$ cat src/rtl/core/seb_pkg.sv
// Shared types, codes and constants of the stereo multi-tap echo buffer.
package seb_pkg;

    // Store depth in words; a power of two from 16 to 65536.
    localparam int DEPTH  = 16384;
    localparam int PTR_W  = $clog2(DEPTH);
    localparam int CNT_W  = PTR_W + 1;
    localparam int CMP_W  = 32;

    localparam int OFFSET_W  = 14;
    localparam int SPACING_W = 12;
    localparam int CFG_W     = 14;

    localparam logic [OFFSET_W-1:0]  DELAY_OFFSET_RESET = 14'd12000;
    localparam logic [SPACING_W-1:0] TAP_SPACING_RESET  = 12'd0;

    localparam int NUM_TAPS = 5;
    localparam int TAP_W    = 3;
    localparam logic [TAP_W-1:0] FIRST_TAP = 3'd0;
    localparam logic [TAP_W-1:0] LAST_ECHO_TAP = TAP_W'(NUM_TAPS - 1);

    typedef enum logic [0:0] {
        CFG_DELAY_OFFSET = 1'b0,
        CFG_TAP_SPACING  = 1'b1
    } cfg_index_t;

    typedef enum logic [1:0] {
        OP_PUT  = 2'd0,
        OP_GET  = 2'd1,
        OP_ECHO = 2'd2,
        OP_NONE = 2'd3
    } op_t;

    typedef enum logic [1:0] {
        ST_OK      = 2'd0,
        ST_EMPTY   = 2'd1,
        ST_SPACING = 2'd2
    } status_t;

    typedef enum logic [2:0] {
        S_IDLE,
        S_EXEC,
        S_READ,
        S_DRAIN,
        S_FINISH
    } state_t;

    typedef struct packed {
        op_t         op;
        logic [31:0] sample_in;
    } in_word_t;

    typedef struct packed {
        logic [31:0] sample_out;
        status_t     status;
        logic        is_empty;
        logic        is_full;
    } out_word_t;

    // Commands from the controller to the datapath.
    typedef struct packed {
        logic             in_ready;
        logic             capture;
        logic             write_put;
        logic             clear_acc;
        logic             issue_read;
        logic [TAP_W-1:0] tap_idx;
        logic             load_out;
        logic             advance_read;
        logic             use_acc;
        status_t          status_code;
    } ctl_cmd_t;

    // Status from the datapath to the controller.
    typedef struct packed {
        op_t  op;
        logic empty;
        logic spacing_err;
        logic depth_err;
        logic out_busy;
    } ctl_status_t;

endpackage

$ cat src/rtl/core/seb_ctrl.sv
// Controller state machine of the stereo multi-tap echo buffer.
module seb_ctrl (
    input  logic                 aclk,
    input  logic                 aresetn,
    input  logic                 s_valid,
    input  seb_pkg::ctl_status_t stat,
    output seb_pkg::ctl_cmd_t    cmd
);

    seb_pkg::state_t                  state_reg, state_next;
    logic [seb_pkg::TAP_W-1:0]        tap_cnt_reg, tap_cnt_next;
    logic [seb_pkg::TAP_W-1:0]        last_tap_reg, last_tap_next;
    seb_pkg::status_t                 status_reg, status_next;
    logic                             use_acc_reg, use_acc_next;

    always_ff @(posedge aclk) begin
        if (!aresetn) begin
            state_reg    <= seb_pkg::S_IDLE;
            tap_cnt_reg  <= seb_pkg::FIRST_TAP;
            last_tap_reg <= seb_pkg::FIRST_TAP;
            status_reg   <= seb_pkg::ST_OK;
            use_acc_reg  <= 1'b0;
        end else begin
            state_reg    <= state_next;
            tap_cnt_reg  <= tap_cnt_next;
            last_tap_reg <= last_tap_next;
            status_reg   <= status_next;
            use_acc_reg  <= use_acc_next;
        end
    end

    // Next state.
    always_comb begin
        state_next = state_reg;
        unique case (state_reg)
            seb_pkg::S_IDLE: begin
                if (s_valid) state_next = seb_pkg::S_EXEC;
            end
            seb_pkg::S_EXEC: begin
                state_next = seb_pkg::S_FINISH;
                if (stat.op == seb_pkg::OP_GET && !stat.empty) begin
                    state_next = seb_pkg::S_READ;
                end else if (stat.op == seb_pkg::OP_ECHO && !stat.spacing_err &&
                             !stat.empty && !stat.depth_err) begin
                    state_next = seb_pkg::S_READ;
                end
            end
            seb_pkg::S_READ: begin
                if (tap_cnt_reg == last_tap_reg) state_next = seb_pkg::S_DRAIN;
            end
            seb_pkg::S_DRAIN: begin
                state_next = seb_pkg::S_FINISH;
            end
            seb_pkg::S_FINISH: begin
                if (!stat.out_busy) state_next = seb_pkg::S_IDLE;
            end
            default: state_next = seb_pkg::S_IDLE;
        endcase
    end

    // Per-word control registers, settled when the operation is decoded.
    always_comb begin
        tap_cnt_next  = tap_cnt_reg;
        last_tap_next = last_tap_reg;
        status_next   = status_reg;
        use_acc_next  = use_acc_reg;
        if (state_reg == seb_pkg::S_EXEC) begin
            tap_cnt_next  = seb_pkg::FIRST_TAP;
            last_tap_next = seb_pkg::FIRST_TAP;
            status_next   = seb_pkg::ST_OK;
            use_acc_next  = 1'b0;
            case (stat.op)
                seb_pkg::OP_GET: begin
                    if (stat.empty) begin
                        status_next = seb_pkg::ST_EMPTY;
                    end else begin
                        use_acc_next = 1'b1;
                    end
                end
                seb_pkg::OP_ECHO: begin
                    // The spacing test wins over the empty test.
                    if (stat.spacing_err) begin
                        status_next = seb_pkg::ST_SPACING;
                    end else if (stat.empty) begin
                        status_next = seb_pkg::ST_EMPTY;
                    end else if (stat.depth_err) begin
                        status_next = seb_pkg::ST_SPACING;
                    end else begin
                        use_acc_next  = 1'b1;
                        last_tap_next = seb_pkg::LAST_ECHO_TAP;
                    end
                end
                default: ;
            endcase
        end else if (state_reg == seb_pkg::S_READ) begin
            tap_cnt_next = tap_cnt_reg + seb_pkg::TAP_W'(1);
        end
    end

    // Command outputs.
    always_comb begin
        cmd              = '0;
        cmd.tap_idx      = tap_cnt_reg;
        cmd.use_acc      = use_acc_reg;
        cmd.status_code  = status_reg;
        unique case (state_reg)
            seb_pkg::S_IDLE: begin
                cmd.in_ready = 1'b1;
                cmd.capture  = s_valid;
            end
            seb_pkg::S_EXEC: begin
                cmd.clear_acc = 1'b1;
                cmd.write_put = (stat.op == seb_pkg::OP_PUT);
            end
            seb_pkg::S_READ: begin
                cmd.issue_read = 1'b1;
            end
            seb_pkg::S_DRAIN: ;
            seb_pkg::S_FINISH: begin
                cmd.load_out     = !stat.out_busy;
                cmd.advance_read = !stat.out_busy && use_acc_reg;
            end
            default: ;
        endcase
    end

endmodule

$ cat config.mk
export PLATFORM = sky130hd
export DESIGN_NAME = seb_ctrl
export DESIGN_NICKNAME = d
export VERILOG_FILES = /design/src/rtl/core/seb_pkg.sv /design/src/rtl/core/seb_ctrl.sv
export SDC_FILE = /design/constraint.sdc
export NUM_CORES = 1
export LEC_CHECK = 0
export BUFFER_PORTS_ARGS = -buffer_cell sky130_fd_sc_hd__buf_2
export CELL_PAD_IN_SITES_DETAIL_PLACEMENT = 0
export CELL_PAD_IN_SITES_GLOBAL_PLACEMENT = 1
export CORE_MARGIN = 3
export CORE_UTILIZATION = 30
export DETAILED_ROUTE_END_ITERATION = 10
export GPL_TIMING_DRIVEN = 0
export PLACE_DENSITY_LB_ADDON = 0.1
export SLEW_MARGIN = 0
export SYNTH_ARGS = -nofsm -noshare
export SYNTH_HDL_FRONTEND = slang
export SYNTH_SLANG_ARGS = --single-unit
$ cat constraint.sdc
create_clock -name aclk -period 1.7 [get_ports aclk]
set_clock_uncertainty 0.2 [all_clocks]
set_input_delay 0.085 -clock aclk [delete_from_list [all_inputs] [get_ports aclk]]
set_output_delay 0.085 -clock aclk [all_outputs]
set_load 0.03 [all_outputs]
== Word-level counts from Yosys, hierarchy flattened ==
Cells that the tools add are included.

* Add/sub/neg operators: 1
* Magnitude comparators: 0
* Div/mod/pow operators: 0
* Eq/ne operators: 10
* Multiplexer cells: 24
* Reduce and logical (&&, ||, !) cells: 13
* Bitwise logic cells: 1
* Shift-type cells: 0
* Multiply operators: 0

{| class="wikitable"
|+ Operators by type and width
! cell !! number
|-
| $mux W3 || 9
|-
| $pmux W3 S5 || 1
|-
| $mux W2 || 6
|-
| $eq A3 B2 Y1 const B || 2
|-
| $mux W1 || 6
|-
| $ne A2 B2 Y1 const B || 3
|-
| $logic_and A1 B1 Y1 || 5
|-
| $logic_not A1 Y1 || 4
|-
| $pmux W2 S2 || 1
|-
| $add A3 B1 Y3 const B || 1
|-
| $eq A3 B1 Y1 const B || 1
|-
| $eq A3 B3 Y1 || 1
|-
| $eq A3 B3 Y1 const B || 1
|-
| $logic_not A3 Y1 || 1
|-
| $reduce_and A3 Y1 || 1
|-
| $eq A2 B1 Y1 const B || 1
|-
| $eq A2 B2 Y1 const B || 1
|-
| $logic_not A2 Y1 || 1
|-
| $pmux W1 S2 || 1
|-
| $reduce_or A2 Y1 || 1
|-
| $not A1 Y1 || 1
|}

* RAM bits: 0
* Memory bits (read-only): 0
* Bits in latches: 0
* Register bits: 12
* Memories: 0
* Output and inout port bits: 13

== Longest topological paths before layout ==
* Depth in word-level cells: 7
* Depth in mapped cells: 5
* Mapped depth without buffers: 5

== Least setup slack after synthesis ==
OpenSTA, ideal clock, no wires.

* Kind: reg2reg
* Start: register state_reg[2]
* End: register tap_cnt_reg[1] in the netlist's numbering
* Slack: -368 ps
* Path buffers: 1
* Stages on the path, launching flop included: 5
* Data arrival time: 1,753 ps
* Library setup time: 115 ps
* Clock period less this slack: 2,068 ps
* Path through: dfxtp_1 > buf_2 > nor3b_1 > mux2i_1 > nor2_1

* Longest elaborated chain between the ends: 2
* Elaborated cells on any way between the ends: 3
* Those cells by class: eq/ne (2); reduce/logical (1)

{| class="wikitable"
|+ Ends and longest elaborated chain
! item !! RTL line !! RTL
|-
| start, declared || seb_ctrl.sv:10 || <nowiki>seb_pkg::state_t state_reg, state_next;</nowiki>
|-
| start signal, assigned || seb_ctrl.sv:18 || <nowiki>state_reg <= seb_pkg::S_IDLE;</nowiki>
|-
| start signal, assigned || seb_ctrl.sv:24 || <nowiki>state_reg <= state_next;</nowiki>
|-
| $eq A3 B1 Y1 || seb_ctrl.sv:67 || <nowiki>if (state_reg == seb_pkg::S_EXEC) begin</nowiki>
|-
| $reduce_or A2 Y1 (no line) || -- ||
|-
| end signal, assigned || seb_ctrl.sv:19 || <nowiki>tap_cnt_reg <= seb_pkg::FIRST_TAP;</nowiki>
|-
| end signal, assigned || seb_ctrl.sv:25 || <nowiki>tap_cnt_reg <= tap_cnt_next;</nowiki>
|-
| end, declared || seb_ctrl.sv:11 || <nowiki>logic [seb_pkg::TAP_W-1:0] tap_cnt_reg, tap_cnt_next;</nowiki>
|}

Parallel ways exist; a longest one is shown, timed or not.
A chain may end at the register's enable or synchronous reset.

==> run summary <==
Num ports -> 22
Count of yosys warnings during synthesis -> 0
P per Cell Area -> 638 nW/µm²
Adder-cell share of the synthesized area -> 10.3%
First DRT Iteration DRCs -> 4
Startpoint of the worst register-to-register path -> state_reg[2]
Synthesis-to-finish area growth -> 41.9%
Worst-case vdd ir drop -> 0.000422 V
Ant diodes -> 0
Source-to-sink clock delay at the later pin of the worst-skew pair -> 260 ps
Layout fillers -> 199
Number of violations of the max-capacitance limit -> 0
Post-Synth XOR/XNOR Area -> 4.34%
Worst slack at placement -> -26.6 ps
Combinational family with the most area after synthesis -> simple AND/OR/NAND/NOR gates
Worst Setup End Kind -> output pin
Post-synthesis average cell area -> 8.78 µm²
Number of clock sinks seen by CTS -> 10
Minimum period implied by the final worst setup slack -> 1670 ps
Rows -> 15
Pins over their slew limit -> 0
Cells taking the most area after synthesis -> sky130_fd_sc_hd__dfxtp_1, sky130_fd_sc_hd__ha_1, sky130_fd_sc_hd__inv_1
Setup repair after global routing missed its margin -> true
Post-layout utilization of the core -> 47.2%
Root buffer cell -> sky130_fd_sc_hd__clkbuf_4
Die width -> 50.9 µm
Count of state elements after synthesis -> 10
Largest buffer count on any clock path -> 2
Biggest fanout along the worst timing path -> 5
CTS tree -> yes
Data arrival time of the critical path -> 1380 ps
Setup CP Type -> reg2out
Cell count after placement -> 115
Dpl hpwl -> 1010 µm
Number of nets with antenna violations after routing -> 0
Drt total wl -> 1420 µm
Maximum number of pins on one net before global-route repair -> 11
Fraction of synthesized area in multiplexers -> 1.65%
Worst-case reg-to-reg path depth -> 4
First-pass DRT Iterations -> 4
Beginning of the critical path -> state_reg[0]
Dominant cell type by area after synthesis -> sky130_fd_sc_hd__dfxtp_1
Number of vias in the routed layout -> 581
Average wire per standard cell -> 11.4 µm
Antenna violations before repair -> 0
Setup slack of the most critical reg-to-reg path -> 140 ps
Die Footprint -> 2590 µm²
Path class of the lowest-slack min-delay path -> in2reg
Slew at the pin closest to its max-slew limit -> 366 ps
H-tree depth reported by CTS -> 1
Placer's final routability congestion estimate -> 0.716
Proportion of synthesized chip area in sequential cells -> 33.1%
CP endpoint -> cmd[10]
Routed via count divided by cell count -> 4.69
DRC violation count after routing -> 0
Worst Slack Setup Final -> 34.0 ps
Result of the run -> complete, no violations
Final Instance Area -> 860 µm²
Via count of the first global-routing pass -> 555
Relative slew margins -> 75.0%
Starting utilization of the core area -> 33.3%
Simple logic cell fraction of the synthesized area -> 25.4%
Maximum operating frequency -> 600 MHz
Crit share post-route -> 98.0%
Height of the chip -> 50.9 µm
Post-layout nets -> 115
Critical register-to-register path endpoint -> state_reg[0]
Flip-flop and latch area -> 208 µm²
Post-synthesis cell area -> 606 µm²
Gate count of the mapped netlist -> 69
Global-route wire length before repair -> 2420 µm
Overall global routing resource usage -> 12.0%
GRT Residual Overflow -> 0
Final sum of negative setup slack -> 0 ps
Endpoints failing hold -> 0
Total Power Consumption -> 0.548 mW
Multi-input combinational cell area -> 384 µm²
Compound-gate portion of the synthesized area -> 16.9%
Unique cell type count in the Yosys netlist -> 30
Final cell count without fillers -> 124
Share of layout cells above drive strength 1 -> 44.4%
Syn_nets -> 83
Area inside the core boundary -> 1820 µm²
Critical Path RT -> 1410 ps
Count of final setup violators -> 0
Area share of the largest cell type after synthesis -> 33.1%
Clk pin slew, worst setup/hold paths -> 60 ps
Kind of launch point of the worst setup path -> flip-flop
Leakage power -> 0.383 nW
Hold WS -> 2.99 ps
Port-buffer cells -> 21
Total CTS buffers -> 3
Standard cell area after detailed placement -> 757 µm²
-- logic make-up (layout without fill, tap and decap cells) --
kind of cell             count (synthesis)  count (layout)
buffers and inverters                   10              40
AO/OA/AOI/OAI                           14              14
flip-flops                              10              10
adder cells (fa/ha/maj)                  5               5
XOR/XNOR                                 3               3
multiplexers                             1               1
AND/OR/NAND/NOR                         26              26
-- report_power, final --
part	internal, mW	total [mW]	switching [mW]
sequential	0.240	0.243	0.00343
combinational	0.0621	0.149	0.0872
clock	0.0815	0.156	0.0744
-- worst min path at each step --
| stage | startpoint | end | cells after the start |
|---|---|---|---|
| final | stat[2] | status_reg[1] | 3 |
| after global routing | stat[2] | status_reg[1] | 3 |
| after CTS | stat[2] | status_reg[1] | 3 |
| after detailed placement | aresetn | state_reg[1] | 2 |
| after global placement | aresetn | state_reg[1] | 2 |
| after floorplan | aresetn | state_reg[1] | 1 |
-- timing repair --
action,CTS,global route
resized for setup,8,4
endpoints found under the hold margin,7,0
pin swaps,0,1
buffers inserted,5,0
endpoints found under the setup margin,3,4
hold buffers,2,0
-- cells in the mapped netlist, drive strengths merged --
master and number:
buf 3, nor2b 3, or3b 2, and2 2, and4bb 1, a21oi 4
dfxtp 10, nor2 5, a211oi 2, a21o 1, xnor2 3, or3 1
nor3b 2, o21a 1, nand2 5, inv 7, a32o 1, nand3 1
mux2i 1, nor3 1, nand2b 2, o2111ai 2, ha 5, and3 1
a31oi 2, a2111oi 1
-- cell usage in the layout, fill, tap and decap left out, types with 2 or more instances in the layout --
master / count
sky130_fd_sc_hd__nand2b_1: 2
sky130_fd_sc_hd__xnor2_1: 3
sky130_fd_sc_hd__a31oi_1: 2
sky130_fd_sc_hd__nor2_1: 4
sky130_fd_sc_hd__dfxtp_1: 8
sky130_fd_sc_hd__a21oi_1: 3
sky130_fd_sc_hd__nor2b_1: 3
sky130_fd_sc_hd__a211oi_1: 2
sky130_fd_sc_hd__ha_1: 5
sky130_fd_sc_hd__dfxtp_4: 2
sky130_fd_sc_hd__buf_4: 7
sky130_fd_sc_hd__dlygate4sd3_1: 2
sky130_fd_sc_hd__nand2_1: 5
sky130_fd_sc_hd__o2111ai_1: 2
sky130_fd_sc_hd__inv_1: 6
sky130_fd_sc_hd__clkbuf_4: 3
sky130_fd_sc_hd__buf_2: 20
-- per-layer routing --
layer	vias up	global-route usage [%]	share of wire, %
li1	298	-	-
met1	261	15.7	47
met2	18	19.5	46
met3	4	1.75	5.1
met4	0	5.38	1.6
met5	-	0	0
-- critical path, stage by stage, from the launching register on --
cell and delay, ps:
sky130_fd_sc_hd__dfxtp_4 340, sky130_fd_sc_hd__or3b_4 410, sky130_fd_sc_hd__clkinvlp_4 120, sky130_fd_sc_hd__and2_4 140
sky130_fd_sc_hd__buf_6 120
-- area by class of cell --
cell class | instances | share of cell area [%]
plain buffers | 2 | 1.46
clock buffers | 3 | 2.62
inverters | 7 | 3.49
multi-input cells | 49 | 44.7
flip-flops and latches | 10 | 24.2
well taps | 25 | 3.64
repair buffers | 28 | 19.9
No activity file was read; power rests on OpenSTA's default activity.
